--- src/hw/rtl/lifd_pkg.sv ---
`timescale 1ns / 1ps
// shared constants, opcodes and state encoding for the fractional delay line
// no dependencies; used by lifd_cfg, lifd_pos, lifd_alu and the top level
package lifd_pkg;

    // line depth must be a power of two so that cell addresses wrap by truncation
    localparam int LINE_DEPTH_DEF    = 1024;
    localparam int SAMPLE_BITS_DEF   = 16;
    localparam int FRACTION_BITS_DEF = 16;

    localparam int WHOLE_BITS    = 10;
    localparam int OPCODE_BITS   = 2;
    localparam int APB_ADDR_BITS = 4;
    localparam int APB_DATA_BITS = 32;
    localparam int REG_INDEX_LSB = 2;

    localparam logic [1:0] REG_DELAY_WHOLE    = 2'd0;
    localparam logic [1:0] REG_DELAY_FRACTION = 2'd1;
    localparam logic [1:0] REG_REVERSE_TAPS   = 2'd2;

    typedef enum logic [OPCODE_BITS-1:0] {
        OP_TICK     = 2'd0,
        OP_TAP_READ = 2'd1,
        OP_TAP_ADD  = 2'd2,
        OP_TAP_SET  = 2'd3
    } op_t;

    typedef enum logic [1:0] {
        ST_CLEAR,
        ST_IDLE,
        ST_READ,
        ST_WRITE
    } state_t;

endpackage

--- src/hw/rtl/lifd_cfg.sv ---
`timescale 1ns / 1ps
// apb register block: main delay whole and fraction, reverse tap mode
// depends on lifd_pkg
module lifd_cfg #(
    parameter int FRACTION_BITS = lifd_pkg::FRACTION_BITS_DEF
) (
    input  logic                               clk,
    input  logic                               rst_n,
    input  logic                               psel,
    input  logic                               penable,
    input  logic                               pwrite,
    input  logic [lifd_pkg::APB_ADDR_BITS-1:0] paddr,
    input  logic [lifd_pkg::APB_DATA_BITS-1:0] pwdata,
    output logic [lifd_pkg::APB_DATA_BITS-1:0] prdata,
    output logic                               pready,
    output logic [lifd_pkg::WHOLE_BITS-1:0]    delay_whole,
    output logic [FRACTION_BITS-1:0]           delay_fraction,
    output logic                               reverse_taps
);

    logic [lifd_pkg::WHOLE_BITS-1:0] delay_whole_reg;
    logic [FRACTION_BITS-1:0]        delay_fraction_reg;
    logic                            reverse_taps_reg;
    logic [1:0]                      reg_index;
    logic                            wr_en;

    assign pready    = 1'b1;
    assign reg_index = paddr[lifd_pkg::APB_ADDR_BITS-1:lifd_pkg::REG_INDEX_LSB];
    assign wr_en     = psel && penable && pwrite && pready;

    always_ff @(posedge clk or negedge rst_n)
    begin
        if (!rst_n)
        begin
            delay_whole_reg    <= '0;
            delay_fraction_reg <= '0;
            reverse_taps_reg   <= 1'b0;
        end
        else if (wr_en)
        begin
            unique case (reg_index)
                lifd_pkg::REG_DELAY_WHOLE:
                begin
                    delay_whole_reg <= pwdata[lifd_pkg::WHOLE_BITS-1:0];
                end
                lifd_pkg::REG_DELAY_FRACTION:
                begin
                    delay_fraction_reg <= pwdata[FRACTION_BITS-1:0];
                end
                lifd_pkg::REG_REVERSE_TAPS:
                begin
                    reverse_taps_reg <= pwdata[0];
                end
                default:
                begin
                end
            endcase
        end
    end

    always_comb
    begin
        unique case (reg_index)
            lifd_pkg::REG_DELAY_WHOLE:
            begin
                prdata = lifd_pkg::APB_DATA_BITS'(delay_whole_reg);
            end
            lifd_pkg::REG_DELAY_FRACTION:
            begin
                prdata = lifd_pkg::APB_DATA_BITS'(delay_fraction_reg);
            end
            lifd_pkg::REG_REVERSE_TAPS:
            begin
                prdata = lifd_pkg::APB_DATA_BITS'(reverse_taps_reg);
            end
            default:
            begin
                prdata = '0;
            end
        endcase
    end

    assign delay_whole    = delay_whole_reg;
    assign delay_fraction = delay_fraction_reg;
    assign reverse_taps   = reverse_taps_reg;

endmodule

--- config.mk ---
export PLATFORM = sky130hd
export DESIGN_NAME = lifd_cfg
export DESIGN_NICKNAME = d
export VERILOG_FILES = /design/src/hw/rtl/lifd_pkg.sv /design/src/hw/rtl/lifd_cfg.sv
export SDC_FILE = /design/constraint.sdc
export NUM_CORES = 1
export LEC_CHECK = 0
export BUFFER_PORTS_ARGS = -buffer_cell sky130_fd_sc_hd__buf_2
export CORE_UTILIZATION = 36
export DETAILED_ROUTE_END_ITERATION = 12
export GPL_TIMING_DRIVEN = 0
export PLACE_DENSITY = 0.72
export REMOVE_ABC_BUFFERS = 1
export SYNTH_ARGS = -nofsm -noshare
export SYNTH_HDL_FRONTEND = slang
export SYNTH_SLANG_ARGS = --single-unit
--- constraint.sdc ---
create_clock -name clk -period 0.8 [get_ports clk]
set_input_delay 0 -clock clk [delete_from_list [all_inputs] [get_ports clk]]
set_output_delay 0 -clock clk [all_outputs]
set_load 0.01 [all_outputs]
## Word-level counts from Yosys, hierarchy flattened

Index checks and enable logic that the tools add are counted.

- Output and inout bits: 60
- Input bits: 41
- Register bits after elaboration: 27

- Eq/ne operators: 2
- Mux-type cells: 1
- Reduce and logical (&&, ||, !) cells: 6

Operators with widths:

| kind | count |
|---|---|
| $pmux W16 S3 | 1 |
| $reduce_and A2 Y1 | 3 |
| $eq A2 B1 Y1 const B | 1 |
| $eq A2 B2 Y1 const B | 1 |
| $logic_and A1 B1 Y1 | 2 |
| $logic_not A2 Y1 | 1 |

## Depth between registers and ports, before layout

- Depth in word-level cells: 3
- Depth in mapped cells: 4
- Gate-level depth less buffers: 3

## Worst setup path after synthesis

Ideal clock, no wire load.

- Path kind: input port to flip-flop
- Start point: in paddr[3] (netlist bit)
- End point: reg delay_fraction_reg[10] (netlist: delay_fraction[10])
- Data required time: 0.675 ns
- Stages: 4
- Path slack: -0.311 ns
- Buffers on the path: 2
- Data arrival time: 0.986 ns
- Cells stage by stage: clkbuf_2 > nor3b_4 > buf_8 > mux2_2

- Longest elaborated chain between the ends: 2

RTL lines:

| element | RTL line | RTL |
|---|---|---|
| start, declared | lifd_cfg.sv:12 | `input logic [lifd_pkg::APB_ADDR_BITS-1:0] paddr,` |
| $eq A2 B1 Y1 | lifd_cfg.sv:41 | `unique case (reg_index)` |
| $reduce_and A2 Y1 (no line) | - |  |
| end signal, assigned | lifd_cfg.sv:48 | `delay_fraction_reg <= pwdata[FRACTION_BITS-1:0];` |
| end, declared | lifd_cfg.sv:22 | `logic [FRACTION_BITS-1:0] delay_fraction_reg;` |

No other way between the ends.
A chain may end at the register's enable or synchronous reset.

## Worst setup path in the final report

- Start point: reg delay_fraction_reg[9] (netlist: delay_fraction[9])
- End point: out delay_fraction[9]

RTL lines:

| element | RTL line | RTL |
|---|---|---|
| end, declared | lifd_cfg.sv:17 | `output logic [FRACTION_BITS-1:0] delay_fraction,` |

No word-level cell between the ends.

==> reports/results.ini <==
[outcome]
status=finished, violations left
violations=negative setup slack

[clock_network]
cts_tree=yes
path_clk_slew_ps=90
cts_buffers=3
htreeDepth=1
cts_buffer_depth=2
cts_root_buf=clkbuf_8
cts_sinks=27
insertion_delay_ps=270

[synth]
yosys.area.top_type=dfrtp_1
synth_top_family_by_area=multiplexers
synth.ff_latch_count=27
yosys.area_share.simple_pct=9.830
synth-adder-area-share_pct=0
synth.distinct_cells=19
synthCells=110
synth-compound-area-share_pct=0.3575
synth.avg_cell_area_um2=12.73
synth_top_area_share_pct=48.26
netlist_area_mm2=0.001400
synth_mux_area_share_pct=28.87
yosysWarnings=0
synthXorXnorAreaFrac_pct=0
seq_area_frac_synth_pct=48.26
synthTopCellsByArea=dfrtp_1 48%, mux2_2 22%, buf_4 9.1%, mux2i_1 7.1%, and2_1 2.7%

[timing]
max_slew_margin_pct=58.54
rsz0062_at_grt=yes
final_hold_viol_count=0
max_freq_mhz=978.9
post-route-period-util_pct=127.7
setup_ws_ps=-221.5
setup_tns_ps=-5976
setup_viol=57
fin_crit_ps=1022
slew_viol_final=0
skew_ps=0
tightest_slew_ps=621.8

[power_and_ir_drop]
seqPwrFrac_pct=40.5
p_comb_share_pct=43.2
cell_internal_pwr_mw=3.306
p_clk_share_pct=16.4
swShare_pct=30.03
leakage_nw=1.173
power_density_mw_per_mm2=2082
p_sw_mw=1.419
ir_drop_mv=1.145
total_power_mw=4.725

[routing]
totalWireLength_mm=3.321
initialDrtViolationCount=12
drc=0
vias_per_cell=4.434
first_pass_iters=3
vias=1144
drtAntennaViolNets=0
wl_per_cell_um=12.87

[worst_setup_path]
cp_common_cell=buf_6
crit_fanout=2
max_stage_delay_ps=400
required_ps=800
cp_data_arrival_time_ps=1020
r2r_start=delay_fraction[9]$_DFFE_PN0P_
critPathSlowestCell=dfrtp_1
crit_start=delay_fraction[9]$_DFFE_PN0P_
crit_buf_inv=3
crit_path_cell_trace=buf_4 -> buf_6 -> buf_6
critPathTopFamily=flip-flops
path_class=reg -> out
startpoint_type=register
crit_path_end_kind=primary output

[die]
coreArea_mm2=0.003689
die_area_mm2=0.004143
die_h_um=64.37
ios=101
row_count=22
die_w_um=64.37
initial_utilization_pct=37.96

[place]
place_area_mm2=0.001672
place.gp.congestion=0.6694
io_buffers=65
pre_cts_ws_ps=-981.2
place_hpwl_mm=1.948

[global_route]
grt_pass1_vias=1151
met2_usage_pct=30.53
grtUsageMet3_pct=2.679
grt_max_degree=28
busiest_layer=met2
antenna_found_initial=0
grt_pass1_wl_mm=5.409
grt_overflow_total=0
grtUsageTotal_pct=17.07
grt_use_met1_pct=20.67

[final_layout]
utilization_pct=61.53
n_antenna_cell=0
design_area_mm2=0.002270
nNetsFinal=252
largest_reg_flops=16
area_delta_synth_final_pct=62.11
drive_above_1_share_pct=56.67

[hold_path]
min_from=paddr[2]
hold_class=in -> reg

[flow_run]
max-cap-violations=0

layout make-up:
type,instances,area [um^2]
clock buffers,4,45.04
fillers,310,1419
multi-input cells,76,659.4
flip-flops and latches,27,675.6
well taps,48,60.06
repair buffers,103,829.5
cells in the mapped netlist (all sizes together):
library cell,number
dfrtp,27
mux2i,10
nor3,1
nor2b,1
o21ai,1
clkbuf,3
nor3b,2
mux2,27
nor2,9
and2,6
conb,2
nand3b,1
nand3,1
buf,19
power by group through the flow:
stage               combinational (mW)  clock (mW)  sequential, mW
floorplan                        0.521           0            2.06
global route                      2.20       0.844            1.96
detailed placement                1.26           0            1.94
global placement                  1.23           0            1.93
finish                            2.04       0.774            1.91
CTS                               1.85       0.807            1.91
logic make-up (layout without fill, tap and decap cells):
family | after synthesis | count (layout)
muxes | 37 | 37
DFF | 27 | 27
buffers and inverters | 22 | 107
and+or+nand+nor | 21 | 21
other | 2 | 17
AOI/OAI and AO/OA | 1 | 1
worst reg2reg max path, cell delays in order (launching register included):
cell	delay, ps
dfrtp_1	400
buf_4	140
buf_6	110
mux2_4	250
final timing paths:
path,cells past startpoint,slack (ps),to
worst max-delay path,3,-220,delay_fraction[9]
worst min-delay path,3,180,reverse_taps$_DFFE_PN0P_
worst max register to register,3,-200,delay_fraction[9]$_DFFE_PN0P_
worst min register to register,1,540,delay_whole[3]$_DFFE_PN0P_
max in group asynchronous,2,120,delay_fraction[13]$_DFFE_PN0P_
min in group asynchronous,2,270,delay_fraction[6]$_DFFE_PN0P_
routing by layer:
layer	routed length [um]	part of all wire (%)
met1	1417	43
met2	1684	51
met3	193	5.8
met4	25	0.75
met5	0	0
repair_timing:
action,4_1_cts,5_1_grt
hold buffers,17,0
setup endpoints to repair,69,68
resized for setup,36,14
buffers inserted,16,8
pin swaps,6,7
cloned,1,0
hold endpoints to repair,54,0
metrics by stage:
stage	cells	hold WS (ps)
CTS	254	174.2
global route	258	197.9
floorplan	103	-295.6
detailed placement	216	52.06
global placement	216	43.48
finish	258	181.8
cells in the final DEF, fill, tap and decap left out:
cell,synthesis,layout
clkbuf_1,1,1
nor3_4,1,1
conb_1,2,17
and2_1,6,6
clkbuf_8,1,3
mux2i_1,10,10
nand3b_1,1,1
dfrtp_1,27,27
mux2_2,27,16
nor3b_1,1,1
dlygate4sd3_1,0,17
nor3b_4,1,1
nor2_1,9,9
mux2_4,0,11
o21ai_1,0,1
nor2b_1,1,1
buf_6,0,29
nand3_4,0,1
buf_4,17,7
buf_2,1,48
buf_12,0,2
Power figures use the tool's default switching activity.
