File: src/hw/rtl/lifd_pkg.sv
`timescale 1ns / 1ps
// shared constants, opcodes and state encoding for the fractional delay line
// no dependencies; used by lifd_cfg, lifd_pos, lifd_alu and the top level
package lifd_pkg;

    // line depth must be a power of two so that cell addresses wrap by truncation
    localparam int LINE_DEPTH_DEF    = 1024;
    localparam int SAMPLE_BITS_DEF   = 16;
    localparam int FRACTION_BITS_DEF = 16;

    localparam int WHOLE_BITS    = 10;
    localparam int OPCODE_BITS   = 2;
    localparam int APB_ADDR_BITS = 4;
    localparam int APB_DATA_BITS = 32;
    localparam int REG_INDEX_LSB = 2;

    localparam logic [1:0] REG_DELAY_WHOLE    = 2'd0;
    localparam logic [1:0] REG_DELAY_FRACTION = 2'd1;
    localparam logic [1:0] REG_REVERSE_TAPS   = 2'd2;

    typedef enum logic [OPCODE_BITS-1:0] {
        OP_TICK     = 2'd0,
        OP_TAP_READ = 2'd1,
        OP_TAP_ADD  = 2'd2,
        OP_TAP_SET  = 2'd3
    } op_t;

    typedef enum logic [1:0] {
        ST_CLEAR,
        ST_IDLE,
        ST_READ,
        ST_WRITE
    } state_t;

endpackage

File: src/hw/rtl/lifd_alu.sv
`timescale 1ns / 1ps
// write-stage arithmetic: linear interpolation and saturating tap update
// depends on lifd_pkg
module lifd_alu #(
    parameter int SAMPLE_BITS   = lifd_pkg::SAMPLE_BITS_DEF,
    parameter int FRACTION_BITS = lifd_pkg::FRACTION_BITS_DEF
) (
    input  lifd_pkg::op_t            op,
    input  logic [SAMPLE_BITS-1:0]   cell_a,
    input  logic [SAMPLE_BITS-1:0]   cell_b,
    input  logic [FRACTION_BITS-1:0] fraction,
    input  logic [SAMPLE_BITS-1:0]   part_a,
    input  logic [SAMPLE_BITS-1:0]   part_b,
    output logic [SAMPLE_BITS-1:0]   interp,
    output logic [SAMPLE_BITS-1:0]   new_a,
    output logic [SAMPLE_BITS-1:0]   new_b
);

    localparam int SB = SAMPLE_BITS;
    localparam int FB = FRACTION_BITS;

    logic signed [SB:0]      diff;
    logic signed [SB+FB+1:0] scaled;
    logic signed [SB+1:0]    step;
    logic signed [SB+1:0]    interp_sum;
    logic signed [SB:0]      base_a;
    logic signed [SB:0]      base_b;
    logic signed [SB:0]      sum_a;
    logic signed [SB:0]      sum_b;
    logic                    accumulate;

    function automatic logic [SB-1:0] saturate(input logic signed [SB:0] v);
        logic [SB-1:0] result;
        if (v[SB] != v[SB-1])
        begin
            result = v[SB] ? {1'b1, {(SB-1){1'b0}}} : {1'b0, {(SB-1){1'b1}}};
        end
        else
        begin
            result = v[SB-1:0];
        end
        return result;
    endfunction

    // a + floor((b - a) * f), always between a and b
    assign diff       = $signed({cell_b[SB-1], cell_b}) - $signed({cell_a[SB-1], cell_a});
    assign scaled     = diff * $signed({1'b0, fraction});
    assign step       = scaled[SB+FB+1:FB];
    assign interp_sum = $signed({{2{cell_a[SB-1]}}, cell_a}) + step;
    assign interp     = interp_sum[SB-1:0];

    assign accumulate = (op == lifd_pkg::OP_TAP_ADD);
    assign base_a     = accumulate ? $signed({cell_a[SB-1], cell_a}) : '0;
    assign base_b     = accumulate ? $signed({cell_b[SB-1], cell_b}) : '0;
    assign sum_a      = base_a + $signed({part_a[SB-1], part_a});
    assign sum_b      = base_b + $signed({part_b[SB-1], part_b});
    assign new_a      = saturate(sum_a);
    assign new_b      = saturate(sum_b);

endmodule

File: config.mk
export PLATFORM = sky130hd
export DESIGN_NAME = lifd_alu
export DESIGN_NICKNAME = d
export VERILOG_FILES = /design/src/hw/rtl/lifd_pkg.sv /design/src/hw/rtl/lifd_alu.sv
export SDC_FILE = /design/constraint.sdc
export NUM_CORES = 1
export LEC_CHECK = 0
export ABC_AREA = 1
export BUFFER_PORTS_ARGS = -buffer_cell sky130_fd_sc_hd__buf_2
export CORE_MARGIN = 8
export CORE_UTILIZATION = 40
export DETAILED_ROUTE_END_ITERATION = 10
export MAX_ROUTING_LAYER = met4
export PLACE_DENSITY = 0.56
export SLEW_MARGIN = 20
export SYNTH_ARGS = -nofsm -noshare
export SYNTH_HDL_FRONTEND = slang
export SYNTH_SLANG_ARGS = --single-unit
File: constraint.sdc
create_clock -name vclk -period 19.6
set_input_delay 1.96 -clock vclk [all_inputs]
set_output_delay 1.96 -clock vclk [all_outputs]
set_load 0.01 [all_outputs]
* Word level (Yosys, flattened, before mapping) *
Cells that the tools add are included.

word-level totals
  bits of input ports = 82
  logic and storage cells = 14
  output and inout port bits = 48
  register bits = 0

operators by class
  $add $sub $neg = 4
  eq/ne operators = 3
  mux-type cells = 6
  $mul = 1

operators by type and width
  operator              count
  $mux W16              4
  $add A17 B16 Y17      2
  $mux W17              2
  $mul A17 B17 Y32      1
  $sub A16 B16 Y17      1
  $add A16 B16 Y16      1
  $eq A2 B2 Y1 const B  1
  $ne A1 B1 Y1          2

* Longest topological paths before layout *
  depth after elaboration = 5
  mapped depth = 47
  gate-level depth less buffers = 47

* Worst setup path before layout *
OpenSTA, ideal clock, no wires.

  path kind = in2out
  start = in cell_b[0]
  end = out interp[14]
  data required time = 17640 ps
  stages = 43
  path slack = 7918 ps
  buffers on the path = 0
  arrival time = 9722 ps
  cells stage by stage = inv_1 > ha_1 > fa_1 > inv_1 > nand2_1 > nand2_1 > o21ai_0 > o21ai_2 > a21boi_2 > o21ai_2 > xor2_2 > inv_2 > nor2_1 > fa_1 > inv_1 > fa_1 > inv_1 > fa_1 > (+7 left out) > inv_1 > a31oi_1 > o21ai_0 > a21oi_1 > o21bai_1 > a21oi_1 > o21ai_0 > xor2_1 > ha_1 > nand2_1 > inv_1 > nand4_1 > nand3_1 > a21boi_0 > o21ai_0 > a21oi_1 > o21bai_1 > xor2_1

between the ends
  longest elaborated chain between the ends = 3

RTL lines
  item              line            RTL
  start, declared   lifd_alu.sv:10  input logic [SAMPLE_BITS-1:0] cell_b,
  $sub A16 B16 Y17  lifd_alu.sv:46  assign diff = $signed({cell_b[SB-1], cell_b}) - $signed({cell_a[SB-1], cell_a});
  $mul A17 B17 Y32  lifd_alu.sv:47  assign scaled = diff * $signed({1'b0, fraction});
  $add A16 B16 Y16  lifd_alu.sv:49  assign interp_sum = $signed({{2{cell_a[SB-1]}}, cell_a}) + step;
  end, declared     lifd_alu.sv:14  output logic [SAMPLE_BITS-1:0] interp,

Every way passes these cells.

* Worst setup path in the final report *
  start = in cell_a[0]
  end = out interp[14]

between the ends
  longest elaborated chain between the ends = 3

RTL lines
  item                line            RTL
  start, declared     lifd_alu.sv:9   input logic [SAMPLE_BITS-1:0] cell_a,
  $sub A16 B16 Y17    lifd_alu.sv:46
  $mul A17 B17 Y32    lifd_alu.sv:47
  $add A16 B16 Y16 *  lifd_alu.sv:49

Mark *: on every way between the ends. The rest lies on a longest branch, timed or not.

==> results.md <==
- The flow ran to the end, and the final reports show no timing, DRC or antenna violations.
- The synthesized design spends more area on one cell type than any other, namely fa_1.
- Measured against the total synthesized area, the mux share comes to 0.
- The layout has 0 clock buffers.
- The class of the worst hold path is in -> out.
- The cell with the largest stage delay on the worst path is xor2_2.
- The global-route congestion overflow total is 0.
- Setup repair after global routing left no endpoint under its margin.
- The shortest period the worst path allows is 13430 ps.
- The critical path capture point type is an output port.
- The peak per-stage delay on the critical path is ~660 ps.
- The xor/xnor cell area share of the yosys netlist is 0.04002.
- The final max-slew violation count is 0.
- The floorplan step set the die width to roughly 200 um.
- For this run, the top clock speed supported by timing is ~74 MHz.
- A synthesized cell averages 7.348 um2.
- The combined flip-flop and latch cell area is 0 um2.
- The number of nets with antenna violations after routing is 0.
- The pre-antenna-repair detailed-routing pass consisted of 5 iterations.
- The number of filler cells placed in the layout is roughly 3600.
- After synthesis, the largest family of logic cells by area is adder cells.
- The number of gates resized after CTS is 0.
- Max-cap violations in this run came to 0.
- The first global-routing pass estimated 67700 um of wire.
- On the critical path the largest part of the delay comes from adder cells.
- Summed over all nets, the half-perimeter wirelength after detailed placement is 37020 um.
- Of the cells placed in the final design, the portion with a size suffix greater than 1 is 0.09147.
- The I/O pin total is between 100 and 150.
- The number of hold violations in the final report is 0.
- The count of synthesis-stage warnings from yosys is 0.
- In this run the vertical extent of the chip is approximately 200 um.
- The category of the worst setup path launch point is a primary input.
- The via count of the first global-routing pass is approximately 13000.
- The layout sequential cell count is 0.
- The portion of the post-synthesis area used by sequential elements is 0.
- Dividing the final minimum period by the clock period gives 0.6853.
- Summed over all failing endpoints, the final setup total negative slack is 0 ps.
- The total global routing track utilization is 0.2197.
- The post-synthesis share of cell area spent on and, or, nand and nor gates is 0.2021.
- The type of the worst setup path is in -> out.
- The number of instances in the synthesized netlist is 1838.
- The core footprint is 33360 um2.
- The mapped netlist covers 13510 um2.
- The initial antenna violation count came to 2.
- For this block, the initial DRC count from the detailed router was 661.
- The critical path buffer and inverter count is 10.
- The net count of the finished layout is 2434.
- The slew at the pin closest to its max-slew limit is 804.4 ps.
- The required time at the endpoint of the critical path is 17640 ps.
- The cell depth of the worst hold path is 5.
- Of the total synthesized cell area, the portion taken by full adders, half adders and majority gates is 0.5340.
- Routability-driven placement finished with a final weighted congestion of just over 0.9.
- In the layout the commonest cells are inv_1, nand2_1, fa_1.
- The maximum number of pins on one net before global-route repair is 33.
- Headroom to the max-slew limit came out at 0.4633.
- The library cell used most frequently in the layout, excluding fill and tap cells, is inv_1.
- The total of endpoints with negative setup slack in the final report is 0.
- Yosys attributes the largest share of cell area to fa_1, ha_1, inv_1.
- In this run, post-CTS hold repair placed 0 buffers.
- The sink of the worst hold path is new_a[0].
- The area growth from synthesis to layout is 7.902%.
- Using the TritonRoute via totals, the vias-per-cell ratio works out to about 4.9.
- The complex-gate fraction of the synthesized area was 0.07773.
- The number of I/O port buffers is 130.
- The startpoint of the most critical hold path is part_a[0].
- The number of placement rows is 67.
- The proportion of netlist area held by the largest area contributor is 0.3987.
- The biggest fanout along the worst timing path is 10.
- The net count of the mapped netlist is 2335.
- The arrival time of data at the critical path endpoint is 11470 ps.
- The overall via count from detail_route is 11720.
- The synthesized netlist contains 47 unique library cells.
- The die area is 39900 um2.
- For this run, design rule violations remaining after detail routing come to 0.
- The total wire length after detailed routing is 41140 um.
- The wire length per cell after detailed routing is 17.25 um.
- The effective utilization at floorplan is 0.4048.
- Once the clock tree was built, the setup fixing pass inserted 0 buffers.
[tightest hold or removal path, delay by kind of cell]
kind / cells / cell delay [ps]
fa+ha+maj: 1 / 120
buf+inv: 2 / 210
simple gates: 2 / 90
[synthesized netlist by cell type (all sizes together) (2+ instances only)]
library cell / instances
inv: 475
nand2: 382
fa: 269
nor2: 200
ha: 146
a21oi: 93
nand3: 49
xor2: 41
o21ai: 40
clkbuf: 27
or2: 16
xnor2: 16
nor3: 10
buf: 8
nand4: 8
clkinv: 7
o31ai: 7
o21a: 6
o21bai: 6
a21boi: 5
a21o: 5
a31oi: 4
nor4: 4
nand3b: 3
a31o: 2
o2111ai: 2
o211ai: 2
o221ai: 2
[logic make-up after synthesis]
group / Yosys count
AOI/OAI and AO/OA: 176
xor gates and xnor gates: 57
adders and majority gates: 415
buffers and inverters: 517
and+or+nand+nor: 673
[cell type report]
type | count | area, um2 | share of cell area
multi-input cells | 1321 | 11530 | 0.7914
inverters | 482 | 1809 | 0.1242
repair buffers | 132 | 665.6 | 0.04568
well taps | 448 | 560.5 | 0.03846
diodes | 2 | 5.005 | 0.0003434
[how the worst max path moves through the flow]
stage	start	cells after the start	end
after CTS	cell_a[0]	44	interp[14]
after global placement	cell_a[0]	44	interp[14]
after global routing	cell_a[0]	44	interp[14]
after detailed placement	cell_a[0]	44	interp[14]
final	cell_a[0]	44	interp[14]
after floorplan	cell_b[0]	43	interp[14]
[per-stage QoR]
step | hold slack (ps) | instances | setup slack [ps] | utilization | instance area [um2]
6_report | 4341 | 2385 | 6169 | 0.4368 | 14570
5_1_grt | 4369 | 2385 | 5471 | 0.4368 | 14570
4_1_cts | 4344 | 2383 | 6129 | 0.4366 | 14570
3_5_place_dp | 4340 | 2383 | 6186 | 0.4366 | 14570
3_3_place_gp | 4339 | 2383 | 6179 | 0.4366 | 14570
2_1_floorplan | 4071 | 1838 | 7918 | - | 13510
[routing by layer]
layer / vias up / share of wire / global-route usage
met4: 0 / 0.018 / 0.03515
met3: 50 / 0.038 / 0.01609
met1: 5708 / 0.47 / 0.2962
li1: 5655 / - / -
met2: 306 / 0.48 / 0.3665
met5: - / 0 / -
Power is not shown: default switching activity piles up to over one toggle a cycle in this logic, so the estimate is an artifact.
