### config.mk
export PLATFORM = sky130hd
export DESIGN_NAME = lifd_pos
export DESIGN_NICKNAME = d
export VERILOG_FILES = /design/src/hw/rtl/lifd_pkg.sv /design/src/hw/rtl/lifd_pos.sv
export SDC_FILE = /design/constraint.sdc
export NUM_CORES = 1
export LEC_CHECK = 0
export BUFFER_PORTS_ARGS = -buffer_cell sky130_fd_sc_hd__buf_2
export CAP_MARGIN = 25
export CORE_UTILIZATION = 40
export DETAILED_ROUTE_END_ITERATION = 8
export PLACE_DENSITY = 0.68
export SETUP_SLACK_MARGIN = 0.1
export SLEW_MARGIN = 25
export SYNTH_ARGS = -nofsm -noshare
export SYNTH_HDL_FRONTEND = slang
export SYNTH_SLANG_ARGS = --single-unit
### constraint.sdc
create_clock -name vclk -period 8.1
set_input_delay 2.025 -clock vclk [all_inputs]
set_output_delay 2.025 -clock vclk [all_outputs]
set_load 0.02 [all_outputs]
### src/hw/rtl/lifd_pkg.sv
`timescale 1ns / 1ps
// shared constants, opcodes and state encoding for the fractional delay line
// no dependencies; used by lifd_cfg, lifd_pos, lifd_alu and the top level
package lifd_pkg;

    // line depth must be a power of two so that cell addresses wrap by truncation
    localparam int LINE_DEPTH_DEF    = 1024;
    localparam int SAMPLE_BITS_DEF   = 16;
    localparam int FRACTION_BITS_DEF = 16;

    localparam int WHOLE_BITS    = 10;
    localparam int OPCODE_BITS   = 2;
    localparam int APB_ADDR_BITS = 4;
    localparam int APB_DATA_BITS = 32;
    localparam int REG_INDEX_LSB = 2;

    localparam logic [1:0] REG_DELAY_WHOLE    = 2'd0;
    localparam logic [1:0] REG_DELAY_FRACTION = 2'd1;
    localparam logic [1:0] REG_REVERSE_TAPS   = 2'd2;

    typedef enum logic [OPCODE_BITS-1:0] {
        OP_TICK     = 2'd0,
        OP_TAP_READ = 2'd1,
        OP_TAP_ADD  = 2'd2,
        OP_TAP_SET  = 2'd3
    } op_t;

    typedef enum logic [1:0] {
        ST_CLEAR,
        ST_IDLE,
        ST_READ,
        ST_WRITE
    } state_t;

endpackage

### src/hw/rtl/lifd_pos.sv
`timescale 1ns / 1ps
// position unit: tap clamp, reverse mirror, main delay select for ticks
// depends on lifd_pkg
module lifd_pos #(
    parameter int FRACTION_BITS = lifd_pkg::FRACTION_BITS_DEF
) (
    input  lifd_pkg::op_t                   op,
    input  logic [lifd_pkg::WHOLE_BITS-1:0] tap_whole,
    input  logic [FRACTION_BITS-1:0]        tap_fraction,
    input  logic [lifd_pkg::WHOLE_BITS-1:0] delay_whole,
    input  logic [FRACTION_BITS-1:0]        delay_fraction,
    input  logic                            reverse_taps,
    output logic [lifd_pkg::WHOLE_BITS-1:0] pos_whole,
    output logic [FRACTION_BITS-1:0]        pos_fraction
);

    localparam int PW = lifd_pkg::WHOLE_BITS + FRACTION_BITS;
    localparam logic [PW+1:0] POS_ONE = {{(PW+1){1'b0}}, 1'b1} << FRACTION_BITS;

    logic [PW-1:0]        tap_pos;
    logic [PW-1:0]        limit;
    logic [PW-1:0]        clamped;
    logic [PW-1:0]        picked;
    logic signed [PW+1:0] mirrored;

    assign tap_pos = {tap_whole, tap_fraction};
    assign limit   = {delay_whole, {FRACTION_BITS{1'b0}}};

    // tap reads never reach past the main delay
    assign clamped = (op == lifd_pkg::OP_TAP_READ && tap_pos >= limit) ? limit : tap_pos;

    // mirrored position: whole part of the main delay minus one minus position
    assign mirrored = $signed({2'b00, limit}) - $signed(POS_ONE) - $signed({2'b00, clamped});

    always_comb
    begin
        if (op == lifd_pkg::OP_TICK)
        begin
            picked = {delay_whole, delay_fraction};
        end
        else if (reverse_taps)
        begin
            picked = mirrored[PW+1] ? '0 : mirrored[PW-1:0];
        end
        else
        begin
            picked = clamped;
        end
    end

    assign pos_whole    = picked[PW-1:FRACTION_BITS];
    assign pos_fraction = picked[FRACTION_BITS-1:0];

endmodule

Word level (Yosys, flattened, before mapping)
Index checks and enable logic that the tools add are counted.
Storage, ports and cells
  register bits: 0
  word-level logic and storage cells: 10
  input bits: 55
  output and inout bits: 26
Cells by class
  eq/ne operators: 1
  order comparisons: 1
  add/subtract/negate cells: 2
  muxes and demuxes: 4
  reductions and logical operators: 2
Operators by type and width (count)
  $mux W26: 4
  $sub A27 B27 Y28: 1
  $sub A26 B17 Y27 const B: 1
  $ge A26 B26 Y1: 1
  $eq A2 B1 Y1 const B: 1
  $logic_not A2 Y1: 1
  $logic_and A1 B1 Y1: 1

Longest topological paths before layout
Gate-level depths: netlist of the first run.
  word-level depth: 7
  mapped depth: 18
  mapped depth without buffers: 15

Worst setup path before layout of the first run
No wires, ideal clock.
  path kind: input to output
  from: input port delay_whole[4] in the netlist's numbering
  to: output port pos_whole[1] in the netlist's numbering
  cell stages on the path: 17
  arrival time: 5.698 ns
  buffers on the path: 2
  slack: 0.377 ns
  required time: 6.075 ns
  path through: clkbuf_1 inv_1 ha_1 nand2_1 o21ai_0 a211o_1 o21ai_4 buf_6 mux2i_1 ha_1 and3_1 and3_1 a32o_2 o2111ai_1 nand2_2 and3_1 o32a_1
Between the ends
  longest elaborated chain between the ends: 7
  elaborated cells between the ends (all ways): 8
  classes of those cells: add/sub (2); order compare (1); mux (4); reduce/logical (1)
RTL lines
  start: declaration: RTL line lifd_pos.sv:10  | input logic [lifd_pkg::WHOLE_BITS-1:0] delay_whole,
  $ge A26 B26 Y1: RTL line lifd_pos.sv:30  | assign clamped = (op == lifd_pkg::OP_TAP_READ && tap_pos >= limit) ? limit : tap_pos;
  $logic_and A1 B1 Y1: RTL line lifd_pos.sv:30
  $mux W26: RTL line lifd_pos.sv:30
  $sub A27 B27 Y28: RTL line lifd_pos.sv:33  | assign mirrored = $signed({2'b00, limit}) - $signed(POS_ONE) - $signed({2'b00, clamped});
  $mux W26: RTL line lifd_pos.sv:43  | picked = mirrored[PW+1] ? '0 : mirrored[PW-1:0];
  $mux W26 (*): RTL line lifd_pos.sv:41  | else if (reverse_taps)
  $mux W26 (*): RTL line lifd_pos.sv:37  | if (op == lifd_pkg::OP_TICK)
  end: declaration: RTL line lifd_pos.sv:13  | output logic [lifd_pkg::WHOLE_BITS-1:0] pos_whole,
Mark *: on every way between the ends. The rest lies on a longest branch, timed or not.

Worst setup path after layout of the first run
  from: input port delay_whole[7] in the netlist's numbering
  to: output port pos_whole[8] in the netlist's numbering
The elaborated chain is that of the path after synthesis.

==> reports/metrics.yaml, run 1 <==
timing:
  rsz0062_at_grt: "no"
  period_needed_ns: 7.87
  setup-tns-final_ns: 0
  fin_crit_sh_pct: 97.2
  max_freq_mhz: 127
  setup_viol: 0
  worst_slew_pin_slew_ns: 0.665
  slew_headroom_pct: 55.5
  finalMaxSlewViolations: 0
  hold_viol: 0
  hold_ws_ns: 4.38
finish:
  syn2layout_area_growth_pct: 27.5
  antennaDiodeCount: 0
  nNetsFinal: 431
  fill_cells: 477
  final_cells: 419
  clkbuf_count: 0
  final-seq-area_um2: 0
  fin_area_mm2: 0.00256
  seq_cells: 0
  drive_gt1_share_pct: 34.9
outcome:
  run_status: "complete, no violations"
route:
  drt-pass1-iter-count: 5
  avgRoutedWirePerCell_um: 15.5
  final_antenna_net_count: 0
  wl_mm: 6.47
  viasPerCell: 5.90
  vias: 2472
  drc: 0
  drt_first_iter_violations: 130
critical_path:
  criticalPathCategory: "in -> out"
  cp.arrival_ns: 5.84
  critPathSlowestCell: "ha_1"
  start_kind: "input port"
  crit_fanout: 8
  crit_family: "compound AO/OA/AOI/OAI gates"
  crit_buf_inv: 4
  path_cells: "buf_2, inv_2, ha_1, nand4_1, a211oi_2, a211o_1, o21ai_4, buf_4, mux2i_1, ha_1, and4_4, o21ai_0, a32oi_1, nand3_2, nand2_4, nand2_2, o211ai_1, buf_2"
  critPathCaptureType: "output port"
  worstPathRequired_ns: 6.08
  cp_slowest_stage_delay_ns: 0.41
power_and_ir_drop:
  power.density_mw_per_mm2: 82.2
  p_sw_share_pct: 58.2
  pwr-share-clk_pct: 0
  intPower_mw: 0.0879
  cellLeakagePower_nw: 1.22
  pwr-share-seq_pct: 0
  irDropWorstVdd_mv: 0.0333
  p_switching_mw: 0.122
  pwr-share-comb_pct: 100.0
hold_path:
  min_path_type: "in -> out"
  hp-start: "delay_fraction[8]"
  whs_path_depth: 3
  hold_path_end: "pos_fraction[8]"
global_routing:
  grt_max_degree: 28
  track_usage_pct: 23.6
  grt_pass1_vias: 2183
  antenna_found_initial: 0
  grt_pass1_wl_mm: 10.2
  grt-ovfl-total: 0
logic_synthesis:
  synth_top_cells_by_area: "ha_1 14%, a32o_1 6.0%, mux2i_1 6.0%"
  syn_area_mm2: 0.00201
  synth-seq-area-share_pct: 0
  synthCells: 275
  yosysWarnings: 0
  yosysTopAreaCell: "ha_1"
  syn_nets: 352
  synth.distinct_cells: 64
  yosys.area.top_type_share_pct: 13.7
  yosysMostFrequentCell: "ha_1"
  ys_top_cells_by_count: "22 x ha_1, 20 x nand2_1, 15 x nor2_1, 15 x o21ai_0"
  syn_area_per_cell_um2: 7.29
job:
  maxCapViolations: 0
placement:
  place_area_mm2: 0.00247
  place_congestion: 0.856
  post-dp-hpwl_mm: 5.17
  dp_cells: 417
  numPortBuffers: 81
die:
  start_util_pct: 41.9
  die_y_um: 72.8
  fp.dieW_um: 72.8
  ios: 81
  die_area_mm2: 0.00530
  core-area_mm2: 0.00479
  row_count: 25
clock_network:
  cts_hold_buf: 0
==> kinds of logic (layout without fill, tap and decap cells) <==
family          after synthesis  after routing  synth area share [%]
xor+xnor                     18             18                  7.86
compound gates              105            105                  39.6
buf+inv                      24            101                  5.43
mux                          14             14                  7.67
fa+ha+maj                    22             22                  13.7
simple gates                 92             92                  25.7
==> area by class of cell <==
| type | count | area (um^2) | share of cell area (%) |
|---|---|---|---|
| multi-input cells | 251 | 1970 | 76.9 |
| repair buffers | 87 | 454 | 17.8 |
| well taps | 67 | 83.8 | 3.28 |
| inverters | 14 | 52.6 | 2.05 |
==> worst max-delay path by stage <==
stage	cells past startpoint	endpoint	slack (ns)	startpoint
after CTS	17	pos_whole[1]	0.11	delay_whole[7]
after global routing	18	pos_whole[1]	0.04	delay_whole[5]
after global placement	15	pos_whole[1]	0.12	tap_fraction[4]
after detailed placement	17	pos_whole[1]	0.03	delay_whole[5]
after floorplan	17	pos_whole[1]	0.38	delay_whole[4]
final	18	pos_whole[8]	0.23	delay_whole[7]
==> tightest hold or removal path, cell delays in order <==
cell and delay [ns]:
buf_2 0.07, a32o_1 0.10, buf_2 0.15
==> cells in the final DEF (no fill, tap or decap), types with 2 or more instances in the layout <==
cell type	instances
or3_1	4
o31ai_1	2
a21oi_1	13
nand2_1	19
a211oi_2	3
a31oi_1	8
o221ai_1	3
nand3_1	7
xnor2_1	11
nor4_1	2
or2_2	5
nor2_1	15
o21ai_1	5
a22oi_1	5
a21o_1	4
ha_1	22
nand2b_1	5
a31o_2	3
nor2b_1	3
o21ai_0	12
buf_4	5
o21ai_4	2
a32o_1	12
xor2_1	7
and3_1	4
and2_1	4
mux2i_1	12
and4_1	2
inv_1	13
nor3_1	6
nand4_1	3
o31a_1	2
o21ai_2	2
buf_2	81
o21a_1	5
a2bb2oi_1	4
==> what timing repair did <==
item / 4_1_cts / 5_1_grt
endpoints found under the setup margin: 9 / 26
pin swaps: 0 / 7
buffers inserted: 0 / 2
gates resized for setup: 3 / 19
==> power by group through the flow <==
stage	registers [mW]	clock network (mW)	logic, mW
floorplan	0	0	0.141
global placement	0	0	0.197
detailed placement	0	0	0.199
CTS	0	0	0.201
global route	0	0	0.230
finish	0	0	0.210
==> metrics by stage <==
| step | setup WS [ns] | power (mW) | util [%] |
|---|---|---|---|
| 2_1_floorplan | 0.377 | 0.141 | - |
| 3_3_place_gp | 0.121 | 0.197 | 51.6 |
| 3_5_place_dp | 0.0258 | 0.199 | 51.6 |
| 4_1_cts | 0.111 | 0.201 | 51.8 |
| 5_1_grt | 0.0423 | 0.230 | 53.4 |
| 6_report | 0.231 | 0.210 | 53.4 |
==> metal layers <==
| metal | wire length [um] | track usage [%] | up-vias | part of all wire [%] |
|---|---|---|---|---|
| met3 | 308 | 0.138 | 8 | 4.8 |
| met2 | 3130 | 41.0 | 77 | 48 |
| met5 | 0 | 0 | - | 0 |
| met4 | 70 | 3.27 | 0 | 1.1 |
| met1 | 2970 | 33.4 | 1153 | 46 |
| li1 | - | - | 1234 | - |
Note: power is estimated with default switching activity, not from simulation.
==> inputs of run 2 (changes only) <==
--- a/config.mk
+++ b/config.mk
@@ -7,6 +7,7 @@
 export LEC_CHECK = 0
 export BUFFER_PORTS_ARGS = -buffer_cell sky130_fd_sc_hd__buf_2
 export CAP_MARGIN = 25
+export CORE_ASPECT_RATIO = 0.5
 export CORE_UTILIZATION = 40
 export DETAILED_ROUTE_END_ITERATION = 8
 export PLACE_DENSITY = 0.68
==> run 2 against run 1 <==
Final area up 2.3%; worst setup slack lost 0.0074 ns; utilization rose by 3.5 points; via count increased by 2.3%; count of clock-buffer cells in the layout stayed put; first-iteration DRC count is 14% higher; non-clock buffer count up 12; die area increased by 0.32%; critical path depth unchanged.
==> reports/metrics.yaml, run 2 (same netlist as run 1, synthesis figures left out) <==
hold_path:
  hp-start: "delay_fraction[14]"
  whs_path_depth: 3  # unchanged
  min_path_type: "in -> out"
  hold_path_end: "pos_fraction[14]"
route:
  drc: 0  # unchanged
  wl_mm: 6.76  # +4.5%
  drt-pass1-iter-count: 4  # -1
  drt_first_iter_violations: 148  # +14%
  avgRoutedWirePerCell_um: 15.7  # +1.8%
  final_antenna_net_count: 0  # unchanged
  vias: 2529  # +2.3%
  viasPerCell: 5.88  # -0.31%
die:
  start_util_pct: 43.7  # +1.7 points
  die_y_um: 52.1  # -28%
  row_count: 17  # -32%
  die_area_mm2: 0.00532  # +0.32%
  core-area_mm2: 0.00459  # -4.0%
  ios: 81  # unchanged
  fp.dieW_um: 102  # +40%
global_routing:
  grt-ovfl-total: 0  # unchanged
  grt_pass1_wl_mm: 10.4  # +1.7%
  grt_pass1_vias: 2192  # +0.41%
  grt_max_degree: 28  # unchanged
  track_usage_pct: 24.6  # +0.97 points
  antenna_found_initial: 0  # unchanged
critical_path:
  cp.arrival_ns: 5.85  # about the same
  crit_fanout: 15  # +7
  criticalPathCategory: "in -> out"
  critPathCaptureType: "output port"
  worstPathRequired_ns: 6.08  # about the same
  start_kind: "input port"
timing:
  setup-tns-final_ns: 0  # unchanged
  finalMaxSlewViolations: 0  # unchanged
  rsz0062_at_grt: "yes"
  slew_headroom_pct: 52.4  # -3.1 points
  hold_viol: 0  # unchanged
  max_freq_mhz: 127  # about the same
  worst_slack_ns: 0.223  # -0.00744 ns
  fin_crit_sh_pct: 97.2  # about the same
  setup_viol: 0  # unchanged
  period_needed_ns: 7.88  # +0.00744 ns
  worst_slew_pin_slew_ns: 0.710  # +0.0453 ns
finish:
  final-seq-area_um2: 0  # unchanged
  antennaDiodeCount: 0  # unchanged
  fin_area_mm2: 0.00262  # +2.3%
  drive_gt1_share_pct: 35.4  # +0.50 points
  syn2layout_area_growth_pct: 30.5
  nNetsFinal: 443  # +2.8%
  final_cell_mix: "81 x buf_2, 21 x ha_1, 20 x nand2_1, 18 x buf_4, 15 x nor2_1"
  clkbuf_count: 0  # unchanged
  final_common_cell: "buf_2"
  final_util_pct: 57.0  # +3.5 points
  seq_cells: 0  # unchanged
  fill_cells: 447  # -6.3%
power_and_ir_drop:
  intPower_mw: 0.0939  # +6.7%
  p_sw_share_pct: 57.0  # -1.1 points
  pwr-share-clk_pct: 0  # unchanged
  power.density_mw_per_mm2: 83.4  # +1.5%
  pwr-share-comb_pct: 100.0  # about the same
  cellLeakagePower_nw: 1.27  # +4.0%
  irDropWorstVdd_mv: 0.0267  # -20%
  pwr-share-seq_pct: 0  # unchanged
  p_switching_mw: 0.125  # +1.8%
  totalPowerFinal_mw: 0.218  # +3.9%
job:
  maxCapViolations: 0  # unchanged
outcome:
  run_status: "complete, no violations"
placement:
  place_congestion: 0.975  # +14%
  place_area_mm2: 0.00251  # +1.8%
  post-dp-hpwl_mm: 5.51  # +6.7%
  numPortBuffers: 81  # unchanged
  place_ws_ns: 0.130  # +0.104 ns
-- run 2: cell type report --
type | instances | area [um^2] | area share (%)
inverter | 14 | 52.6 | 2.01
multi-input combinational | 251 | 1940 | 74.2
tap | 66 | 82.6 | 3.15
timing repair buffer | 99 | 541 | 20.7
-- run 2: critical path, cell delays in order --
cell	delay (ns)
buf_2	0.13
inv_1	0.09
ha_1	0.31
nand4_1	0.18
a211oi_2	0.31
a211o_1	0.21
buf_4	0.13
o21a_2	0.19
mux2i_2	0.30
ha_4	0.26
and3_1	0.20
and3_1	0.21
a32o_2	0.26
o21ai_4	0.17
o21bai_1	0.11
a21bo_4	0.30
a32o_1	0.28
buf_2	0.16
-- run 2: routing by layer --
metal  share of wire (%)  up-vias  global-route usage, %
met2                  44       90                   41.6
met5                   0        -                      0
li1                    -     1263                      -
met4                0.95        0                   2.62
met1                  48     1168                   35.9
met3                 6.9        8                  0.269
-- run 2: worst max path at each step --
| stage | from | to | slack [ns] | cells past startpoint |
|---|---|---|---|---|
| after CTS | tap_fraction[4] | pos_whole[1] | 0.12 | 15 |
| final | delay_whole[6] | pos_fraction[0] | 0.22 | 18 |
| after detailed placement | tap_fraction[4] | pos_whole[1] | 0.13 | 15 |
| after global routing | delay_whole[5] | pos_whole[7] | 0.06 | 20 |
| after global placement | tap_fraction[4] | pos_whole[1] | 0.16 | 15 |
| after floorplan | delay_whole[4] | pos_whole[1] | 0.38 | 17 |
-- run 2: repair_timing --
action | 4_1_cts | 5_1_grt
hold buffers | 0 | 0
resized for setup | 0 | 10
setup endpoints to repair | 0 | 26
buffers inserted | 0 | 8
hold endpoints to repair | 0 | 0
-- run 2: per-stage QoR --
stage          instances  hold WS [ns]
5_1_grt              430          4.40
4_1_cts              422          4.38
2_1_floorplan        275          4.23
3_5_place_dp         422          4.38
3_3_place_gp         422          4.38
6_report             430          4.38
-- run 2: power by group through the flow --
stage	Clock, mW	Sequential, mW	Combinational (mW)
after floorplan	0	0	0.141
after global placement	0	0	0.204
after detailed placement	0	0	0.207
after CTS	0	0	0.207
after global routing	0	0	0.236
final	0	0	0.218
==> inputs of run 3 (changes only) <==
--- a/config.mk
+++ b/config.mk
@@ -10,7 +10,8 @@
 export CORE_ASPECT_RATIO = 0.5
 export CORE_UTILIZATION = 40
 export DETAILED_ROUTE_END_ITERATION = 8
-export PLACE_DENSITY = 0.68
+export GPL_TIMING_DRIVEN = 0
+export PLACE_DENSITY = 0.71
 export SETUP_SLACK_MARGIN = 0.1
 export SLEW_MARGIN = 25
 export SYNTH_ARGS = -nofsm -noshare
==> run 3 against run 2 <==
Via count is 4.5% higher; final area is 6.5% higher; total power grew 7.8%; hold slack improved by 0.0016 ns; die area did not move; highest routed layer unchanged.
==> reports/metrics.yaml, run 3 (same netlist as run 1, synthesis figures left out) <==
timing:
  finalMaxSlewViolations: 0  # unchanged
  worst_slew_pin_slew_ns: 0.681  # -0.0287 ns
  period_needed_ns: 7.96  # +0.0872 ns
  setup_viol: 0  # unchanged
  setup-tns-final_ns: 0  # unchanged
  fin_crit_sh_pct: 98.3  # +1.1 points
  hold_ws_ns: 4.38  # +0.00157 ns
  hold_viol: 0  # unchanged
  slew_headroom_pct: 54.6  # +2.2 points
  worst_slack_ns: 0.136  # -0.0872 ns
  max_freq_mhz: 126  # -1.1%
finish:
  seq_cells: 0  # unchanged
  multi_input_area_mm2: 0.00208  # +7.0%
  final_common_cell: "buf_2"
  final-seq-area_um2: 0  # unchanged
  syn2layout_area_growth_pct: 39.1
  fill_cells: 430  # -3.8%
  antennaDiodeCount: 0  # unchanged
  final_cells: 434  # +0.93%
  nNetsFinal: 447  # +0.90%
  final_cell_mix: "82 x buf_2, 19 x nand2_1, 17 x ha_1, 15 x nor2_1"
  clkbuf_count: 0  # unchanged
  drive_gt1_share_pct: 39.9  # +4.5 points
global_routing:
  grt_max_degree: 11  # -61%
  grt-ovfl-total: 0  # unchanged
  antenna_found_initial: 0  # unchanged
  grt_pass1_wl_mm: 10.4  # +0.80%
  track_usage_pct: 25.4  # +0.82 points
  grt_pass1_vias: 2157  # -1.6%
placement:
  post-dp-hpwl_mm: 5.61  # +1.8%
  place_congestion: 0.925  # -5.1%
  numPortBuffers: 79  # -2.5%
  place_ws_ns: -0.309  # -0.439 ns
  dp_cells: 420  # -0.47%
critical_path:
  setup.worst_path.start: "delay_whole[4]"
  worstSetupEndpoint: "pos_fraction[15]"
  worstPathRequired_ns: 6.08  # about the same
  critPathCaptureType: "output port"
  criticalPathCategory: "in -> out"
  start_kind: "input port"
  crit_fanout: 10  # -5
  cp.arrival_ns: 5.94  # +0.09 ns
power_and_ir_drop:
  intPower_mw: 0.102  # +9.2%
  cellLeakagePower_nw: 1.28  # +0.77%
  power.density_mw_per_mm2: 84.4  # +1.1%
  totalPowerFinal_mw: 0.235  # +7.8%
  p_sw_share_pct: 56.5  # -0.57 points
  pwr-share-comb_pct: 100.0  # about the same
  pwr-share-seq_pct: 0  # unchanged
  pwr-share-clk_pct: 0  # unchanged
  irDropWorstVdd_mv: 0.0334  # +25%
  p_switching_mw: 0.133  # +6.7%
die:
  die_area_mm2: 0.00532  # unchanged
  die_y_um: 52.1  # unchanged
  ios: 81  # unchanged
  start_util_pct: 43.7  # unchanged
  row_count: 17  # unchanged
  fp.dieW_um: 102  # unchanged
  core-area_mm2: 0.00459  # unchanged
route:
  drt_first_iter_violations: 158  # +6.8%
  wl_mm: 7.39  # +9.3%
  drc: 0  # unchanged
  avgRoutedWirePerCell_um: 17.0  # +8.3%
  vias: 2643  # +4.5%
  viasPerCell: 6.09  # +3.5%
  final_antenna_net_count: 0  # unchanged
  drt-pass1-iter-count: 5  # +1
outcome:
  run_status: "complete, no violations"
clock_network:
  cts_hold_buf: 0  # unchanged
hold_path:
  min_path_type: "in -> out"
job:
  maxCapViolations: 0  # unchanged
run 3: cell count changes in the layout (fill, tap and decap cells not counted), moves of 2 or more:
cell,before,now
buf_4,18,13
clkbuf_1,0,4
ha_1,21,17
ha_4,1,4
mux2i_1,11,8
o21ai_2,1,4
mux2i_4,1,3
run 3: power groups by stage:
stage | logic [mW] | registers [mW] | clock network, mW
after floorplan | 0.141 | 0 | 0
after global placement | 0.200 | 0 | 0
after detailed placement | 0.204 | 0 | 0
after CTS | 0.210 | 0 | 0
after global routing | 0.252 | 0 | 0
final | 0.235 | 0 | 0
run 3: area by class of cell:
class	instances	area share, %
multi-input cells	251	74.5
repair buffers	93	18.5
well taps	66	2.96
plain buffers	10	2.20
inverters	14	1.88
run 3: worst min path at each step:
| stage | depth (start not counted) | to | start | slack, ns |
|---|---|---|---|---|
| finish | 3 | pos_fraction[12] | delay_fraction[12] | 4.38 |
| CTS | 3 | pos_fraction[4] | delay_fraction[4] | 4.39 |
| floorplan | 2 | pos_fraction[1] | delay_fraction[1] | 4.23 |
| detailed placement | 3 | pos_fraction[4] | delay_fraction[4] | 4.39 |
| global route | 3 | pos_fraction[4] | delay_fraction[4] | 4.39 |
| global placement | 3 | pos_fraction[15] | delay_fraction[15] | 4.38 |
run 3: worst max-delay path, cell delays in order:
cell,delay (ns)
buf_2,0.17
inv_1,0.08
ha_1,0.32
nand4_1,0.19
a211oi_2,0.33
a211o_1,0.23
o21ai_4,0.10
buf_8,0.17
buf_4,0.15
mux2i_1,0.19
ha_1,0.30
a21o_1,0.23
nor3_1,0.23
a32oi_2,0.18
o21bai_1,0.22
a21bo_4,0.28
buf_6,0.15
a32o_1,0.23
buf_2,0.15
run 3: stage by stage:
step                util [%]  area [um^2]
floorplan                  -         2010
global placement        54.1         2480
detailed placement      54.1         2480
CTS                     55.9         2570
global route            60.7         2790
finish                  60.7         2790
run 3: repair_timing:
| action | CTS | global route |
|---|---|---|
| endpoints found under the setup margin | 26 | 26 |
| hold endpoints to repair | 0 | 0 |
| resized for setup | 8 | 30 |
| pin swaps | 3 | 14 |
| buffers inserted | 5 | 9 |
run 3: layer usage:
metal	wire, um	track usage [%]	up-vias	share of wire [%]
li1	-	-	1269	-
met1	3430	36.9	1245	46
met2	3250	41.4	119	44
met3	630	1.61	10	8.5
met4	74	4.52	0	1.0
met5	0	0	-	0
